==> src/hdl/csr_pkg.sv <==
package csr_pkg;

	localparam int BYTE_W    = 8;
	localparam int BIT_SEL_W = 3;
	localparam int REQ_W     = 3;
	// register index carried in a command, wide enough for chains of up to eight registers
	localparam int CMD_REG_W = 3;

	localparam logic [REQ_W-1:0] REQ_SET_BIT    = 3'd0;
	localparam logic [REQ_W-1:0] REQ_WR_BYTE    = 3'd1;
	localparam logic [REQ_W-1:0] REQ_ZEROS      = 3'd2;
	localparam logic [REQ_W-1:0] REQ_ONES       = 3'd3;
	localparam logic [REQ_W-1:0] REQ_FLUSH      = 3'd4;
	localparam logic [REQ_W-1:0] REQ_ONE_HOT_FL = 3'd5;
	localparam logic [REQ_W-1:0] REQ_ZEROS_FL   = 3'd6;

	typedef enum logic [1:0] {
		CMD_NONE,
		CMD_SET_BIT,
		CMD_WR_BYTE,
		CMD_FILL
	} cmd_op_t;

	typedef struct packed {
		cmd_op_t               op;
		logic                  flush;
		logic                  fill_val;
		logic                  one_hot;   // clear all before the byte write
		logic [CMD_REG_W-1:0]  reg_idx;
		logic [BIT_SEL_W-1:0]  bit_idx;
		logic                  bit_val;
		logic [BYTE_W-1:0]     byte_val;
	} cmd_t;

	typedef enum logic {
		BK_IDLE,
		BK_SHIFT
	} bk_state_t;

endpackage

==> src/hdl/csr_if.sv <==
interface csr_req_if import csr_pkg::*; ();
	logic              valid;
	logic              ready;
	logic [REQ_W-1:0]  req_type;
	logic [7:0]        reg_index;
	logic [7:0]        bit_number;
	logic              bit_value;
	logic [BYTE_W-1:0] byte_value;
	logic [7:0]        one_hot_position;

	modport source (output valid, req_type, reg_index, bit_number, bit_value, byte_value,
		one_hot_position, input ready);
	modport sink (input valid, req_type, reg_index, bit_number, bit_value, byte_value,
		one_hot_position, output ready);
endinterface

interface csr_res_if;
	logic valid;
	logic ready;
	logic serial_bit;
	logic latch_after;

	modport source (output valid, serial_bit, latch_after, input ready);
	modport sink (input valid, serial_bit, latch_after, output ready);
endinterface

interface csr_cfg_if;
	logic valid;
	logic ready;
	logic data;

	modport source (output valid, data, input ready);
	modport sink (input valid, data, output ready);
endinterface

==> src/hdl/chained_shift_register_output_driver_top.sv <==
// channel | dir | payload                                        | accepted when
// req     | in  | req_type reg_index bit_number bit_value        | req.valid && req.ready
//         |     | byte_value one_hot_position                    |
// res     | out | serial_bit latch_after                         | res.valid && res.ready
// cfg     | in  | data (msb_first)                               | cfg.valid && cfg.ready
//
// A non-flushing request is applied in the back end as it is popped; a flush shifts out
// REG_COUNT*8 bits, one bit per cycle from the shift counter while res is not stalled.
// A two-entry command queue lets the front take requests while a flush is shifting.
// Reset clears the image to zeros and sets msb_first; no clearing pass is needed.
// A stalled res holds the shifter; req stalls only when the command queue is full.
module chained_shift_register_output_driver_top import csr_pkg::*; #(
	parameter int REG_COUNT = 4
) (
	input  logic      clk,
	input  logic      arst_n,
	csr_req_if.sink   req,
	csr_res_if.source res,
	csr_cfg_if.sink   cfg
);

	logic msb_first_q;
	logic push_valid;
	logic push_ready;
	cmd_t push_cmd;
	logic pop_valid;
	logic pop_ready;
	cmd_t pop_cmd;

	assign cfg.ready = 1'b1;

	always_ff @(posedge clk or negedge arst_n) begin
		if (!arst_n) begin
			msb_first_q <= 1'b1;
		end else if (cfg.valid) begin
			msb_first_q <= cfg.data;
		end
	end

	csr_front #(.REG_COUNT(REG_COUNT)) u_front (
		.req        (req),
		.push_valid (push_valid),
		.push_ready (push_ready),
		.push_cmd   (push_cmd)
	);

	csr_fifo u_fifo (
		.clk        (clk),
		.arst_n     (arst_n),
		.push_valid (push_valid),
		.push_ready (push_ready),
		.push_cmd   (push_cmd),
		.pop_valid  (pop_valid),
		.pop_ready  (pop_ready),
		.pop_cmd    (pop_cmd)
	);

	csr_back #(.REG_COUNT(REG_COUNT)) u_back (
		.clk       (clk),
		.arst_n    (arst_n),
		.msb_first (msb_first_q),
		.pop_valid (pop_valid),
		.pop_ready (pop_ready),
		.pop_cmd   (pop_cmd),
		.res       (res)
	);

endmodule

==> src/hdl/csr_front.sv <==
module csr_front import csr_pkg::*; #(
	parameter int REG_COUNT = 4
) (
	csr_req_if.sink req,
	output logic    push_valid,
	input  logic    push_ready,
	output cmd_t    push_cmd
);

	logic reg_ok;
	logic bit_ok;
	logic hot_ok;
	logic keep;

	assign reg_ok = req.reg_index < 8'(REG_COUNT);
	assign bit_ok = req.bit_number < 8'(BYTE_W);
	assign hot_ok = req.one_hot_position[7:3] < 5'(REG_COUNT);

	always_comb begin
		push_cmd          = '0;
		push_cmd.op       = CMD_NONE;
		push_cmd.reg_idx  = req.reg_index[CMD_REG_W-1:0];
		push_cmd.bit_idx  = req.bit_number[BIT_SEL_W-1:0];
		push_cmd.bit_val  = req.bit_value;
		push_cmd.byte_val = req.byte_value;
		keep              = 1'b1;
		unique case (req.req_type)
			REQ_SET_BIT: begin
				push_cmd.op = CMD_SET_BIT;
				keep        = reg_ok && bit_ok;
			end
			REQ_WR_BYTE: begin
				push_cmd.op = CMD_WR_BYTE;
				keep        = reg_ok;
			end
			REQ_ZEROS: begin
				push_cmd.op = CMD_FILL;
			end
			REQ_ONES: begin
				push_cmd.op       = CMD_FILL;
				push_cmd.fill_val = 1'b1;
			end
			REQ_FLUSH: begin
				push_cmd.flush = 1'b1;
			end
			REQ_ONE_HOT_FL: begin
				push_cmd.op       = CMD_WR_BYTE;
				push_cmd.one_hot  = 1'b1;
				push_cmd.flush    = 1'b1;
				push_cmd.reg_idx  = req.one_hot_position[3 +: CMD_REG_W];
				push_cmd.byte_val = BYTE_W'(1) << req.one_hot_position[BIT_SEL_W-1:0];
				keep              = hot_ok;
			end
			REQ_ZEROS_FL: begin
				push_cmd.op    = CMD_FILL;
				push_cmd.flush = 1'b1;
			end
			default: begin
				keep = 1'b0;
			end
		endcase
	end

	// dropped requests are taken without waiting for queue space
	assign req.ready  = push_ready || !keep;
	assign push_valid = req.valid && keep;

endmodule

==> src/hdl/csr_fifo.sv <==
module csr_fifo import csr_pkg::*; (
	input  logic clk,
	input  logic arst_n,
	input  logic push_valid,
	output logic push_ready,
	input  cmd_t push_cmd,
	output logic pop_valid,
	input  logic pop_ready,
	output cmd_t pop_cmd
);

	cmd_t       entry_q [2];
	logic       wr_ptr_q;
	logic       rd_ptr_q;
	logic [1:0] count_q;
	logic       do_push;
	logic       do_pop;

	assign push_ready = count_q != 2'd2;
	assign pop_valid  = count_q != 2'd0;
	assign pop_cmd    = entry_q[rd_ptr_q];
	assign do_push    = push_valid && push_ready;
	assign do_pop     = pop_valid && pop_ready;

	always_ff @(posedge clk or negedge arst_n) begin
		if (!arst_n) begin
			wr_ptr_q <= 1'b0;
			rd_ptr_q <= 1'b0;
			count_q  <= 2'd0;
		end else begin
			if (do_push) wr_ptr_q <= !wr_ptr_q;
			if (do_pop) rd_ptr_q <= !rd_ptr_q;
			count_q <= count_q + 2'(do_push) - 2'(do_pop);
		end
	end

	always_ff @(posedge clk) begin
		if (do_push) entry_q[wr_ptr_q] <= push_cmd;
	end

endmodule

==> src/hdl/csr_back.sv <==
module csr_back import csr_pkg::*; #(
	parameter int REG_COUNT = 4
) (
	input  logic      clk,
	input  logic      arst_n,
	input  logic      msb_first,
	input  logic      pop_valid,
	output logic      pop_ready,
	input  cmd_t      pop_cmd,
	csr_res_if.source res
);

	localparam int TOTAL  = REG_COUNT * BYTE_W;
	localparam int CNT_W  = $clog2(TOTAL);
	localparam int RIDX_W = (REG_COUNT > 1) ? $clog2(REG_COUNT) : 1;

	bk_state_t                         state_q;
	bk_state_t                         state_d;
	logic [REG_COUNT-1:0][BYTE_W-1:0]  image_q;
	logic [CNT_W-1:0]                  cnt_q;
	logic                              out_valid_q;
	logic                              out_bit_q;
	logic                              out_latch_q;
	logic                              load;
	logic                              last;
	logic [RIDX_W-1:0]                 reg_sel;
	logic [RIDX_W-1:0]                 wr_sel;
	logic [BIT_SEL_W-1:0]              bit_sel;
	logic [TOTAL-1:0]                  hot_image;

	// registers go out from the last one down
	assign reg_sel = RIDX_W'(REG_COUNT - 1) - RIDX_W'(cnt_q >> BIT_SEL_W);
	assign bit_sel = msb_first ? ~cnt_q[BIT_SEL_W-1:0] : cnt_q[BIT_SEL_W-1:0];
	assign last    = cnt_q == CNT_W'(TOTAL - 1);
	assign wr_sel  = pop_cmd.reg_idx[RIDX_W-1:0];
	// whole image with only the addressed byte written, the rest cleared
	assign hot_image = TOTAL'(pop_cmd.byte_val) << {wr_sel, BIT_SEL_W'(0)};

	always_comb begin
		state_d   = state_q;
		pop_ready = 1'b0;
		load      = 1'b0;
		unique case (state_q)
			BK_IDLE: begin
				pop_ready = 1'b1;
				if (pop_valid && pop_cmd.flush) state_d = BK_SHIFT;
			end
			BK_SHIFT: begin
				load = !out_valid_q || res.ready;
				if (load && last) state_d = BK_IDLE;
			end
			default: state_d = BK_IDLE;
		endcase
	end

	always_ff @(posedge clk or negedge arst_n) begin
		if (!arst_n) begin
			state_q     <= BK_IDLE;
			cnt_q       <= '0;
			out_valid_q <= 1'b0;
			image_q     <= '0;
		end else begin
			state_q <= state_d;
			if (load) begin
				cnt_q       <= last ? '0 : cnt_q + CNT_W'(1);
				out_valid_q <= 1'b1;
			end else if (res.ready) begin
				out_valid_q <= 1'b0;
			end
			if (pop_valid && pop_ready) begin
				case (pop_cmd.op)
					CMD_SET_BIT: image_q[wr_sel][pop_cmd.bit_idx] <= pop_cmd.bit_val;
					CMD_WR_BYTE: begin
						if (pop_cmd.one_hot) begin
							image_q <= hot_image;
						end else begin
							image_q[wr_sel] <= pop_cmd.byte_val;
						end
					end
					CMD_FILL: image_q <= {(REG_COUNT * BYTE_W){pop_cmd.fill_val}};
					default: ;
				endcase
			end
		end
	end

	always_ff @(posedge clk) begin
		if (load) begin
			out_bit_q   <= image_q[reg_sel][bit_sel];
			out_latch_q <= last;
		end
	end

	assign res.valid       = out_valid_q;
	assign res.serial_bit  = out_bit_q;
	assign res.latch_after = out_latch_q;

endmodule

==> src/flat_wrapper.sv <==
// flat-port wrapper written by rule: the top's interface ports become plain ports
module chained_shift_register_output_driver_top_flat import csr_pkg::*;
#(
	parameter int REG_COUNT = 4
)
  (clk, arst_n, req_valid, req_req_type, req_reg_index, req_bit_number, req_bit_value, req_byte_value, req_one_hot_position, req_ready, res_valid, res_serial_bit, res_latch_after, res_ready, cfg_valid, cfg_data, cfg_ready);
  csr_req_if req_i ();
  csr_res_if res_i ();
  csr_cfg_if cfg_i ();
  input  logic clk;
  input  logic arst_n;
  input wire logic [$bits(req_i.valid)-1:0] req_valid;
  input wire logic [$bits(req_i.req_type)-1:0] req_req_type;
  input wire logic [$bits(req_i.reg_index)-1:0] req_reg_index;
  input wire logic [$bits(req_i.bit_number)-1:0] req_bit_number;
  input wire logic [$bits(req_i.bit_value)-1:0] req_bit_value;
  input wire logic [$bits(req_i.byte_value)-1:0] req_byte_value;
  input wire logic [$bits(req_i.one_hot_position)-1:0] req_one_hot_position;
  output wire logic [$bits(req_i.ready)-1:0] req_ready;
  output wire logic [$bits(res_i.valid)-1:0] res_valid;
  output wire logic [$bits(res_i.serial_bit)-1:0] res_serial_bit;
  output wire logic [$bits(res_i.latch_after)-1:0] res_latch_after;
  input wire logic [$bits(res_i.ready)-1:0] res_ready;
  input wire logic [$bits(cfg_i.valid)-1:0] cfg_valid;
  input wire logic [$bits(cfg_i.data)-1:0] cfg_data;
  output wire logic [$bits(cfg_i.ready)-1:0] cfg_ready;
  assign req_i.valid = req_valid;
  assign req_i.req_type = req_req_type;
  assign req_i.reg_index = req_reg_index;
  assign req_i.bit_number = req_bit_number;
  assign req_i.bit_value = req_bit_value;
  assign req_i.byte_value = req_byte_value;
  assign req_i.one_hot_position = req_one_hot_position;
  assign req_ready = req_i.ready;
  assign res_valid = res_i.valid;
  assign res_serial_bit = res_i.serial_bit;
  assign res_latch_after = res_i.latch_after;
  assign res_i.ready = res_ready;
  assign cfg_i.valid = cfg_valid;
  assign cfg_i.data = cfg_data;
  assign cfg_ready = cfg_i.ready;
  chained_shift_register_output_driver_top #(.REG_COUNT(REG_COUNT)) u_core (.clk(clk), .arst_n(arst_n), .req(req_i), .res(res_i), .cfg(cfg_i));
endmodule
==> config.mk <==
export PLATFORM = sky130hd
export DESIGN_NAME = chained_shift_register_output_driver_top_flat
export DESIGN_NICKNAME = d
export VERILOG_FILES = /design/src/hdl/csr_pkg.sv /design/src/hdl/csr_if.sv /design/src/hdl/chained_shift_register_output_driver_top.sv /design/src/hdl/csr_front.sv /design/src/hdl/csr_fifo.sv /design/src/hdl/csr_back.sv /design/src/flat_wrapper.sv
export SDC_FILE = /design/constraint.sdc
export NUM_CORES = 1
export LEC_CHECK = 0
export BUFFER_PORTS_ARGS = -buffer_cell sky130_fd_sc_hd__buf_2
export CAP_MARGIN = 15
export CORE_UTILIZATION = 55
export CTS_BUF_LIST = sky130_fd_sc_hd__clkbuf_16
export CTS_CLUSTER_DIAMETER = 30
export DETAILED_ROUTE_END_ITERATION = 7
export GPL_ROUTABILITY_DRIVEN = 0
export PLACE_DENSITY = 0.81
export SKIP_LAST_GASP = 1
export SLEW_MARGIN = 10
export SYNTH_ARGS = -nofsm -noshare
export SYNTH_HDL_FRONTEND = slang
export SYNTH_HIERARCHICAL = 1
export SYNTH_SLANG_ARGS = --single-unit
==> constraint.sdc <==
create_clock -name clk -period 2.9 [get_ports clk]
set_input_delay 0.145 -clock clk [delete_from_list [all_inputs] [get_ports clk]]
set_output_delay 0.145 -clock clk [all_outputs]
set_load 0.01 [all_outputs]
# [Word level (Yosys, flattened, before mapping)]
# Memory sizes are Yosys's and may differ from the RTL's.
# Cells that the tools add are included.
[op_classes] n_addsub=4 multipliers=0 div_mod_pow=0 order_cmp=9 eq_ne=11 shift=2 n_mux=31 bitwise=2 reduce_logical=23
[ops] cell="$pmux W32 S3" count=1
[ops] cell="$bwmux W32" count=2
[ops] cell="$demux W8 S2" count=2
[ops] cell="$mux W32" count=1
[ops] cell="$mux W8" count=4
[ops] cell="$shl A8 B5 Y32" count=1
[ops] cell="$bmux W8 S2" count=1
[ops] cell="$mux W1" count=12
[ops] cell="$eq A3 B3 Y1 const B" count=3
[ops] cell="$logic_and A1 B1 Y1" count=8
[ops] cell="$lt A3 B4 Y1 const B" count=2
[ops] cell="$lt A8 B3 Y1 const B" count=1
[ops] cell="$lt A8 B4 Y1 const B" count=1
[ops] cell="$shl A1 B3 Y8 const A" count=1
[ops] cell="$eq A3 B2 Y1 const B" count=2
[ops] cell="$lt A2 B3 Y1 const B" count=2
[ops] cell="$pmux W2 S3" count=1
[ops] cell="$reduce_or A3 Y1" count=2
[ops] cell="$add A5 B1 Y5 const B" count=1
[ops] cell="$eq A5 B5 Y1 const B" count=1
[ops] cell="$lt A5 B3 Y1 const B" count=1
[ops] cell="$mux W5" count=1
[ops] cell="$eq A2 B2 Y1 const B" count=2
[ops] cell="$logic_not A1 Y1" count=4
[ops] cell="23 further kinds" count=25
[word_totals] regBits=46 latchBits=0 mem_bits_rw=40 rom_bits=0 input_bits=42 n_memories=1
[mem_list] name="u_core.u_fifo.entry_q" words=2 word_bits=20 read_ports=1 rd_clocked_by_memory_dff=0 write_ports=1 line_no="csr_fifo.sv:12" rtl="cmd_t entry_q [2];"

# [Longest topological paths before layout]
# Gate-level depths: netlist (run 1).
# An unclocked memory read counts as a cell.
[logic_depth] ltp_word=9 depth_mapped=9

# [Hierarchy]
# Netlist (run 1), hierarchy kept.
[modules_own_cells] module="csr_back" n_inst=1 cells_each=357 area_per_inst_um2=3362.0 seq_area_each_um2=1036.0
[modules_own_cells] module="csr_fifo" n_inst=1 cells_each=84 area_per_inst_um2=1670.4 seq_area_each_um2=1301.2
[modules_own_cells] module="csr_front" n_inst=1 cells_each=50 area_per_inst_um2=327.8 seq_area_each_um2=0.0
[modules_own_cells] module="chained_shift_register_output_driver_top" n_inst=1 cells_each=4 area_per_inst_um2=52.6 seq_area_each_um2=26.3

# [Worst setup path after synthesis (run 1)]
# Ideal clock, no wire load.
[synth_timing] path_type="input port to flip-flop" from="input req_req_type[1]" to="memory u_core/u_fifo/entry_q[0][0] (netlist bit) (enable)" setup_time_ps=397 arrival_time_ps=2368 t_required_ps=2503 setup_slack_ps=136 stages=6 path_buffers=1 cell_sequence="buf_6 > nor4_4 > nor3_1 > nor4b_1 > nand2_1 > nor2_1"
[synth_via] elab_chain_cells=7
[synth_lines] element="from (decl)" line_no="flat_wrapper.sv:13" rtl="input wire logic [$bits(req_i.req_type)-1:0] req_req_type;"
[synth_lines] element="$eq A3 B3 Y1 or $eq A3 B2 Y1 (tied branches)" line_no="csr_front.sv:27" rtl="unique case (req.req_type)"
[synth_lines] element="$reduce_or A4 Y1 (no source line)"
[synth_lines] element="$pmux W1 S4 *" line_no="csr_front.sv:27"
[synth_lines] element="$logic_and A1 B1 Y1 *" line_no="csr_front.sv:66" rtl="assign push_valid = req.valid && keep;"
[synth_lines] element="net u_core.push_valid" line_no="chained_shift_register_output_driver_top.sv:23" rtl="logic push_valid;"
[synth_lines] element="$logic_and A1 B1 Y1 *" line_no="csr_fifo.sv:22" rtl="assign do_push = push_valid && push_ready;"
[synth_lines] element="$mux W1 *" line_no="csr_fifo.sv:38" rtl="if (do_push) entry_q[wr_ptr_q] <= push_cmd;"
[synth_lines] element="$mux W1 (implied by the code) *" line_no="csr_fifo.sv:38"
[synth_lines] element="to (decl)" line_no="csr_fifo.sv:12"
# Mark *: on every way through the listed nets, which the timed path passes. The rest lies on a longest branch.

==> flow_summary.toml, run 1 <==
[sta]
tightest_slew_ns = 0.6682
finalSetupViolCount = 0
fmax_mhz = 406.4
min_period_ns = 2.461
slew_viol_final = 0
fin_crit_sh = 0.8486
totalNegativeSetupSlack_ns = 0
max_slew_margin = 0.5532
worst_clock_skew_ns = 0.006698
hold_slack_ns = 0.01712
rsz0062_at_grt = "no"
final_hold_viol_count = 0

[run]
cap_viol_max_count = 0

[global_route]
antenna_found_initial = 0
grt_pass1_vias = 4154
overflow = 0
grt_max_degree = 45
grt_first_pass_wirelength_um = 20770
grt.total_usage = 0.2700

[route]
drtIter0Drc = 430
via_count = 4188
wl_per_cell_um = 19.44
via_per_inst = 6.384
route.antenna.remaining_nets = 0
drc = 0
routed_wirelength_um = 12750
dr.pass1.iters = 5

[pwr]
ir_drop_mv = 0.5868
power_density_nw_per_um2 = 942.3
power_leakage_nw = 2.386

[layout]
design_area_um2 = 5951
finalNetCount = 568
n_antenna_cell = 0
area_growth_pct = 11.64
instances_no_fill = 656
drive_gt1_frac = 0.2676

[logic_synthesis]
synthCells = 491
synth_nets = 536
syn_area_um2 = 5330
yosysWarningCount = 6
postSynthAreaPerCell_um2 = 10.86

[critical_path]
worstSetupEndpointType = "flop"
crit_slowest_cell = "mux2_2"
cp-start-kind = "flop"
worstPathCellList = "buf_4 > buf_4 > mux2_2 > nor2b_1 > mux2i_1 > o221ai_1 > mux2_2"
max_stage_delay_ns = 0.67
crit_buf_inv = 2
crit_required_ns = 3.13
cp_max_fo = 32
critPathTopFamily = "multiplexers"
r2r_setup_slack_ns = 0.44
worstSetupPathType = "flop to flop"
crit_arrival_ns = 2.69

[clocking]
htree_num_levels = 3
clock_path_buffers = 2
numCtsBuffers = 9
post-cts-setup-buffers = 0
root_buffer = "clkbuf_16"
cts_tree = "built"
clock_latency_ns = 0.34
clock_sinks = 84
clkSlewWorstSetupHoldPaths_ns = 0.07

[floorplanning]
ios = 47
die_h_um = 100.4
rows = 35
core-area_um2 = 9328
die_area_um2 = 10090
initial_core_util = 0.5714
fp.dieW_um = 100.4

[place]
io_buffers = 45
place.detailed.hpwl_um = 8104
dpl.cell_count = 637
placed_area_um2 = 5585

[status]
outcome = "finished clean"

[min_path]
hold_class = "primary input to flop"
worst paths after layout:
path	start	endpoint	depth (start not counted)
worst min register to register	u_core/u_fifo/wr_ptr_q	u_core/u_fifo/wr_ptr_q	1
worst min-delay path	req_bit_number[1]	u_core/u_fifo/entry_q[0][10]	1
min in group asynchronous	arst_n	u_core/u_back/cnt_q[4]	2
worst max-delay path	u_core/u_fifo/rd_ptr_q	flop	7
worst max register to register	u_core/u_fifo/rd_ptr_q	flop	7
max in group asynchronous	arst_n	u_core/msb_first_q	3
metal layers:
metal	wire length, µm	vias up	track usage
li1	-	1916	-
met3	1048	29	0.07312
met5	0	-	0
met4	304	0	0.1148
met2	6266	213	0.4378
met1	5134	2030	0.3413
worst register-to-register path: cells and delay by family, from the launching register on:
| kind | cells | cell delay [ns] |
|---|---|---|
| multiplexers | 3 | 1.16 |
| flip-flops | 1 | 0.51 |
| buffers and inverters | 2 | 0.40 |
| AND/OR/NAND/NOR | 1 | 0.15 |
| AO/OA/AOI/OAI | 1 | 0.13 |
power breakdown:
group	switching, mW	leakage [nW]	internal [mW]
Sequential	0.353	0.936	1.64
Clock	0.475	0.153	0.751
Combinational	1.27	1.30	1.12
cell type report:
type | instances | area (µm²)
well taps | 129 | 161.4
clock inverters | 6 | 90.09
multi-input cells | 357 | 2760
clock buffers | 9 | 225.2
flip-flops and latches | 84 | 2303
fillers | 727 | 3377
repair buffers | 63 | 380.4
inverters | 8 | 30.03
per-stage QoR:
| stage | worst slack (ns) | power, mW | utilization |
|---|---|---|---|
| after global routing | 0.3450 | 5.917 | 0.6380 |
| final | 0.4392 | 5.608 | 0.6380 |
| after global placement | 0.6261 | 4.196 | 0.5988 |
| after CTS | 0.4697 | 5.578 | 0.6347 |
| after floorplan | 0.1791 | 3.767 | - |
| after detailed placement | 0.5278 | 4.324 | 0.5988 |
placed cells by master (no fill, tap or decap), types with 12 or more instances in the layout:
cell type	n
mux2_2	48
buf_2	45
a21oi_1	43
dfrtp_1	43
edfxtp_1	40
nor2_1	32
nand2_1	29
mux2i_1	28
nor2b_1	27
o221ai_1	24
o21ai_0	15
buf_4	14
nand3b_1	12
repair_timing:
| item | in CTS | in global routing |
|---|---|---|
| gates resized for setup | 0 | 0 |
| endpoints found under the hold margin | 4 | 15 |
| hold buffers | 2 | 1 |
Power figures use the tool's default switching activity.
==> run 2, diff against run 1 <==
--- a/config.mk
+++ b/config.mk
@@ -5,6 +5,7 @@
 export SDC_FILE = /design/constraint.sdc
 export NUM_CORES = 1
 export LEC_CHECK = 0
+export ABC_AREA = 1
 export BUFFER_PORTS_ARGS = -buffer_cell sky130_fd_sc_hd__buf_2
 export CAP_MARGIN = 15
 export CORE_UTILIZATION = 55
@@ -12,7 +13,7 @@
 export CTS_CLUSTER_DIAMETER = 30
 export DETAILED_ROUTE_END_ITERATION = 7
 export GPL_ROUTABILITY_DRIVEN = 0
-export PLACE_DENSITY = 0.81
+export PLACE_DENSITY = 0.84
 export SKIP_LAST_GASP = 1
 export SLEW_MARGIN = 10
 export SYNTH_ARGS = -nofsm -noshare
==> constraint.sdc (replaced) <==
create_clock -name clk -period 2.02 [get_ports clk]
set_input_delay 0.101 -clock clk [delete_from_list [all_inputs] [get_ports clk]]
set_output_delay 0.101 -clock clk [all_outputs]
set_load 0.01 [all_outputs]
==> run 2 against run 1 <==
Flip-flop and latch count did not move. Core utilization rose by 1.9 points. Die area fell by 1.1%. Sequential share of layout area fell by 0.72 points. Critical path depth rose by 2. Clock-buffer cell count did not move. Largest cell class unchanged. Highest routed layer unchanged.
==> flow_summary.toml, run 2 <==
[critical_path]
worstSetupEndpointType = "flop"
critPathTopFamily = "simple AND/OR/NAND/NOR gates"
cpMostUsedCell = "nand2_1"
max_stage_delay_ns = 0.46
crit_arrival_ns = 2.10
crit_required_ns = 2.24
worstSetupPathType = "flop to flop"
cp-start-kind = "flop"
worstPathCellList = "buf_6 > nand2_1 > nand2_1 > inv_1 > nand3_1 > or2_2 > a21oi_1 > or2_2 > nand2_1"
crit_slowest_cell = "dfrtp_2"
crit_buf_inv = 2
cp_max_fo = 15
r2r_cells = 9
r2r_start = "u_core/u_fifo/rd_ptr_q"
r2r_setup_slack_ns = 0.14

[sta]
rsz0062_at_grt = "yes"
fin_crit_sh = 0.9318
slew_viol_final = 0
fmax_mhz = 531.3
final_hold_viol_count = 0
finalSetupViolCount = 0
worst_clock_skew_ns = 0.007868
totalNegativeSetupSlack_ns = 0
min_period_ns = 1.882

[place]
place.detailed.hpwl_um = 8893
io_buffers = 45
placed_area_um2 = 5682

[layout]
multi_input_area_um2 = 2494
design_area_um2 = 6067
n_fill_cell = 780
final_common_cell = "nand2_1"
ff_latch_area_um2 = 2305
area_growth_pct = 15.15
mostFrequentLayoutCells = "nand2_1, nor2_1, nand3_1"
finalNetCount = 825
n_antenna_cell = 0
drive_gt1_frac = 0.1439

[min_path]
hold_start = "res_ready"
hold_class = "primary input to flop"
hold_end = "u_core/u_back/res.valid"
holdPathStages = 4

[pwr]
netSwitchingFraction = 0.4267
p_int_mw = 4.325
power_density_nw_per_um2 = 1243
ir_drop_mv = 0.5720
seqPwrFrac = 0.336
combPwrFrac = 0.448
netSwitchingPower_mw = 3.219
p_clk_frac = 0.216
power_leakage_nw = 2.710

[clocking]
root_buffer = "clkbuf_16"
clock_sinks = 84
clock_path_buffers = 2
numCtsBuffers = 9
cts_tree = "built"
htree_num_levels = 3
clkSlewWorstSetupHoldPaths_ns = 0.07
clock_latency_ns = 0.34

[global_route]
grt_pass1_vias = 4799
overflow = 0
grt.total_usage = 0.2843
antenna_found_initial = 0
grt_max_degree = 33
grt_first_pass_wirelength_um = 22430

[route]
wl_met1_um = 5446
via_count = 5103
routed_wirelength_um = 13090
wl_met3_um = 985
drc = 0
dr.pass1.iters = 5
highest_layer = "met4"
wl_per_cell_um = 14.32
drtIter0Drc = 522
wl_met2_um = 6248
route.antenna.remaining_nets = 0
via_per_inst = 5.583

[floorplanning]
initial_core_util = 0.5702
die_area_um2 = 9975
fp.dieW_um = 99.88
die_h_um = 99.88
core-area_um2 = 9240
ios = 47
rows = 35

[status]
outcome = "finished clean"

[logic_synthesis]
synth_nets = 776
yosysWarningCount = 6
syn_area_um2 = 5269
synthCells = 731
postSynthAreaPerCell_um2 = 7.208

[run]
cap_viol_max_count = 0
==> run 2: layout make-up <==
cell class	instances	share of cell area
Clock inverter	7	0.01114
Clock buffer	9	0.03712
Multi-Input combinational cell	540	0.4110
Inverter	68	0.04331
Tap cell	129	0.02660
Sequential cell	84	0.3799
Timing Repair Buffer	77	0.09095
==> run 2: routing by layer <==
metal	global-route usage	up-vias
met5	0	-
met4	0.1459	0
met3	0.03760	48
met2	0.4753	265
met1	0.3628	2306
li1	-	2484
==> run 2: timing repair <==
| item | in CTS | in global routing |
|---|---|---|
| hold endpoints to repair | 23 | 0 |
| hold buffers | 8 | 0 |
| gates resized for setup | 0 | 6 |
| buffers inserted | 0 | 0 |
| endpoints found under the setup margin | 0 | 29 |
==> run 2: power by group through the flow <==
stage	Combinational, mW	Sequential, mW	Clock [mW]
after floorplan	2.38	2.46	0
after global placement	3.14	2.53	0
after detailed placement	3.25	2.55	0
after CTS	3.30	2.52	1.64
after global routing	3.78	2.57	1.71
final	3.38	2.53	1.63
==> run 2: worst min-delay path, cell delays in order <==
cell	delay [ns]
buf_2	0.07
inv_1	0.03
nand2_1	0.06
nand2_1	0.05
==> run 2: per-stage QoR <==
step | instances | hold slack, ns | total power [mW] | setup WS [ns] | util
6_report | 914 | 0.01155 | 7.544 | 0.1378 | 0.6566
3_3_place_gp | 890 | 0.04332 | 5.665 | 0.2423 | 0.6149
2_1_floorplan | 731 | -0.1946 | 4.838 | 0.1897 | -
3_5_place_dp | 890 | 0.05554 | 5.798 | 0.1093 | 0.6149
4_1_cts | 914 | 0.01245 | 7.455 | 0.1094 | 0.6552
5_1_grt | 914 | 0.04267 | 8.065 | -0.01717 | 0.6566
==> run 2: worst max path at each step <==
stage	start	end	slack [ns]	depth (start not counted)
after floorplan	req_reg_index[2]	u_core/u_fifo/entry_q[1][0]	0.19	8
after global placement	req_reg_index[2]	u_core/u_fifo/count_q[1]	0.24	17
after detailed placement	req_reg_index[2]	u_core/u_fifo/count_q[1]	0.11	17
after CTS	u_core/u_fifo/rd_ptr_q	flop	0.11	10
after global routing	u_core/u_fifo/rd_ptr_q	flop	-0.02	10
final	u_core/u_fifo/rd_ptr_q	flop	0.14	9
